File: config.mk
export PLATFORM = sky130hd
export DESIGN_NAME = tdba_ram
export DESIGN_NICKNAME = d
export VERILOG_FILES = /design/src/rtl/table_driven_byte_automaton_macros.svh /design/src/rtl/tdba_ram.sv
export SDC_FILE = /design/constraint.sdc
export NUM_CORES = 1
export LEC_CHECK = 0
export ABC_AREA = 1
export BUFFER_PORTS_ARGS = -buffer_cell sky130_fd_sc_hd__buf_2
export CORE_ASPECT_RATIO = 1.75
export CORE_UTILIZATION = 55
export CTS_CLUSTER_DIAMETER = 40
export CTS_CLUSTER_SIZE = 10
export DETAILED_ROUTE_END_ITERATION = 8
export PLACE_DENSITY_LB_ADDON = 0.2
export SKIP_CTS_REPAIR_TIMING = 1
export SYNTH_ARGS = -nofsm -noshare
export SYNTH_HDL_FRONTEND = slang
export SYNTH_SLANG_ARGS = --single-unit
File: constraint.sdc
create_clock -name i_clk -period 2 [get_ports i_clk]
set_clock_uncertainty 0.15 [all_clocks]
set_input_delay 0.2 -clock i_clk [delete_from_list [all_inputs] [get_ports i_clk]]
set_output_delay 0.2 -clock i_clk [all_outputs]
set_load 0.005 [all_outputs]
File: src/rtl/table_driven_byte_automaton_macros.svh
// Assertion macros used by the automaton RTL.
`ifndef TABLE_DRIVEN_BYTE_AUTOMATON_MACROS_SVH
`define TABLE_DRIVEN_BYTE_AUTOMATON_MACROS_SVH

// Same-cycle implication, checked out of reset.
`define TDBA_ASSERT_NOW(label, clk, rst_n, ante, cons, msg) \
    label: assert property (@(posedge clk) disable iff (!rst_n) (ante) |-> (cons)) \
        else $error(msg);

// Next-cycle implication, checked out of reset.
`define TDBA_ASSERT_NEXT(label, clk, rst_n, ante, cons, msg) \
    label: assert property (@(posedge clk) disable iff (!rst_n) (ante) |=> (cons)) \
        else $error(msg);

`endif

File: src/rtl/tdba_ram.sv
// ----------------------------------------------------------------------------
// tdba_ram
// Single write port, single read port table memory, registered read data.
// ----------------------------------------------------------------------------
module tdba_ram #(
    parameter int WIDTH = 8,
    parameter int DEPTH = 16,
    parameter int AW    = 4
) (
    input  logic             i_clk,
    input  logic             i_we,
    input  logic [AW-1:0]    i_waddr,
    input  logic [WIDTH-1:0] i_wdata,
    input  logic             i_re,
    input  logic [AW-1:0]    i_raddr,
    output logic [WIDTH-1:0] o_rdata
);

    logic [WIDTH-1:0] r_mem [0:DEPTH-1];
    logic [WIDTH-1:0] r_rdata;

    // write port
    always_ff @(posedge i_clk) begin
        if (i_we) begin
            r_mem[i_waddr] <= i_wdata;
        end
    end

    // read port
    always_ff @(posedge i_clk) begin
        if (i_re) begin
            r_rdata <= r_mem[i_raddr];
        end
    end

    assign o_rdata = r_rdata;

endmodule
==> qor.csv <==
stage;metric;value;unit
sta;final clock period utilization by the worst path;67.2;%
place;number of I/O port buffers;26;
grt;number of global-route vias before repair;3809;
critical_path;data required time of the worst path;2.01;ns
floorplanning;number of standard-cell rows in the floorplan;49;
drt;amount of wire on met2 after detailed routing;6740;um
drt;via density per instance;5.32;
pwr;net load switching power;1.47;mW
sta;Setup Total Neg Slack;0;ns
yosys;sequential element share of the synthesized area;69.8;%
sta;worst slew pin tran;0.398;ns
critical_path;depth of the worst register-to-register path;6;
clock_network;CTS tree;built;
pwr;power per cell area;1030;nW/um^2
run;Max-cap violations;0;
drt;wirelength, routed;13100;um
sta;final critical path time including I/O delays and setup;1.34;ns
cells_and_area;ratio of cells with drive above 1 in the final layout;13.5;%
critical_path;arrival time worst endpoint;1.35;ns
drt;wire per inst;17.8;um
grt;largest net degree at the start of global routing;65;
drt;number of detailed-route iterations in the first pass;5;
drt;DRC viols;0;
critical_path;Worst Setup Start Kind;flip-flop;
yosys;number of library cell types mapped by synthesis;11;
worst_hold_path;endpoint of the worst hold-timing path;o_rdata[3];
worst_hold_path;cell count of the worst hold path;1;
clock_network;later-pin clock latency in the skew report;0.41;ns
yosys;number of warning messages in the yosys log;0;
yosys;gate count of the mapped netlist;551;
critical_path;FF-to-FF Start;r_mem[8][7];
drt;met3 wire len;754;um
floorplanning;core area;10300;sq um
pwr;leakage power summed over all cells;2.97;nW
floorplanning;Starting Density;56.8;%
drt;remaining antenna violation count;0;
pwr;combinational share of power;5.6;%
drt;highest routed metal layer;met4;
worst_hold_path;Hold Crit Start;i_re;
clock_network;CTS clock-pin slew for the worst setup and hold paths;0.06;ns
clock_network;total number of H-tree levels;4;
clock_network;number of buffers on the longest clock path;2;
pwr;design internal power;5.54;mW
critical_path;launching instance or port of the critical path;r_mem[8][7];
yosys;post-synthesis register bit count;136;
critical_path;internal reg-to-reg setup slack;0.66;ns
clock_network;clock buffer count from CTS;17;
sta;final setup vio count;0;
floorplanning;floorplan die area;11100;sq um
floorplanning;IO Pins;27;
yosys;Mean Syn Cell Area;10.6;sq um
cells_and_area;Post-layout nets;614;
grt;global-route wire length before repair;20600;um
worst_hold_path;Worst Hold Class;in -> reg;
grt;global router's overall resource usage;26.3;%
critical_path;type of the worst setup path;reg -> reg;
pwr;Worst VDD drop;0.000691;V
drt;via count;3912;
yosys;post-synthesis net count;570;
floorplanning;Die W;79.9;um
clock_network;TritonCTS sink count;136;
pwr;sequential share of power;46.1;%
sta;Max Clock Freq;744;MHz
pwr;net switching fraction of the power;21.0;%
grt;antenna violations before repair;0;
critical_path;capturing element type of the critical path;flip-flop;
sta;final max-slew violation count;0;
critical_path;worst reg2reg endpoint;o_rdata[7];
sta;unrepaired setup endpoints after global routing;no;
sta;Hold Fails Final Rpt;0;
pwr;Clock power frac;48.4;%
cells_and_area;area delta synth->final;16.6;%
status;result of the run;completed;
place;Detail Placement HPWL;8010;um
floorplanning;die height;138;um
cells_and_area;fraction of the core area covered by cells at the end of the flow;66.2;%
critical_path;largest fanout of any net on the critical path;1;
drt;routed metal-1 wirelength;5120;um
grt;total grt overflow;0;
clock_network;Clock Root Buffer;sky130_fd_sc_hd__clkbuf_16;
drt;violation count after the first detailed-route iteration;377;
place;GPL Wtd Cong;0.801;
sta;Slew headroom;73.5;%
cells_and_area;antenna fix cells;0;
yosys;Syn Std Cell Area;5850;sq um
-- worst max path at each step --
stage / to / cells past startpoint
detailed placement: o_rdata[1] / 8
finish: o_rdata[7] / 6
global placement: o_rdata[7] / 7
CTS: o_rdata[7] / 1
global route: o_rdata[4] / 6
floorplan: r_mem[10][0] / 2
-- cells in the mapped netlist, drive strengths merged --
master	count	area [sq um]
nand2	173	649
buf	24	166
nand3b	2	15.0
edfxtp	136	4080
nand3	97	485
inv	102	383
nor2	17	63.8
-- cells by family (layout without fill, tap and decap cells) --
group                  after synthesis  in the layout  synth area share [%]
buffers and inverters              126            183                  9.39
flip-flops                         136            136                  69.8
AND/OR/NAND/NOR                    289            289                  20.8
-- stage by stage --
step	total power, mW	worst slack [ns]	hold WS [ns]	std cells	area, sq um
2_1_floorplan	3.51	0.699	0.149	551	5850
3_3_place_gp	3.66	0.322	0.434	703	6170
3_5_place_dp	3.67	0.347	0.436	703	6170
4_1_cts	7.06	0.646	0.00264	735	6820
5_1_grt	7.21	0.605	0.00321	735	6820
6_report	7.01	0.656	0.0119	735	6820
-- sequential cells by signal (all words and copies together) (netlist names) --
name and flops:
o_rdata 8, r_mem 128
-- critical path, cell delays in order (launching register included) --
cell and delay, ns:
sky130_fd_sc_hd__edfxtp_1 0.38, sky130_fd_sc_hd__inv_1 0.06, sky130_fd_sc_hd__nand2_1 0.05, sky130_fd_sc_hd__nand3_1 0.07, sky130_fd_sc_hd__nand3_1 0.12, sky130_fd_sc_hd__nand3_1 0.20
sky130_fd_sc_hd__nand2_1 0.07
-- layout by cell type (no fill, tap or decap) --
master and n:
sky130_fd_sc_hd__clkinv_4 4, sky130_fd_sc_hd__bufinv_16 5, sky130_fd_sc_hd__nor2_1 17, sky130_fd_sc_hd__inv_1 100, sky130_fd_sc_hd__nand2_1 173, sky130_fd_sc_hd__clkinv_1 1
sky130_fd_sc_hd__clkbuf_16 17, sky130_fd_sc_hd__buf_12 2, sky130_fd_sc_hd__clkinv_2 1, sky130_fd_sc_hd__buf_2 26, sky130_fd_sc_hd__inv_2 2, sky130_fd_sc_hd__buf_4 21
sky130_fd_sc_hd__clkinvlp_4 3, sky130_fd_sc_hd__nand3b_1 2, sky130_fd_sc_hd__nand3_1 97, sky130_fd_sc_hd__inv_6 1, sky130_fd_sc_hd__edfxtp_1 136
-- power by group through the flow --
| stage | sequential, mW | combinational, mW | clock, mW |
|---|---|---|---|
| 2_1_floorplan | 3.29 | 0.225 | 0 |
| 3_3_place_gp | 3.29 | 0.378 | 0 |
| 3_5_place_dp | 3.29 | 0.387 | 0 |
| 4_1_cts | 3.23 | 0.392 | 3.44 |
| 5_1_grt | 3.23 | 0.434 | 3.54 |
| 6_report | 3.23 | 0.391 | 3.39 |
-- routing by layer --
metal	vias up	track usage (%)
met5	-	0
met4	0	13.6
met3	37	5.28
met2	167	42.0
met1	1842	33.6
li1	1866	-
-- cell type report --
cell class | count | area, sq um
clock buffers | 17 | 425
clock inverters | 15 | 225
fillers | 816 | 3480
inverters | 102 | 383
multi-input cells | 289 | 1210
flip-flops and latches | 136 | 4080
well taps | 127 | 159
repair buffers | 49 | 328
Note: power is estimated with default switching activity, not from simulation.
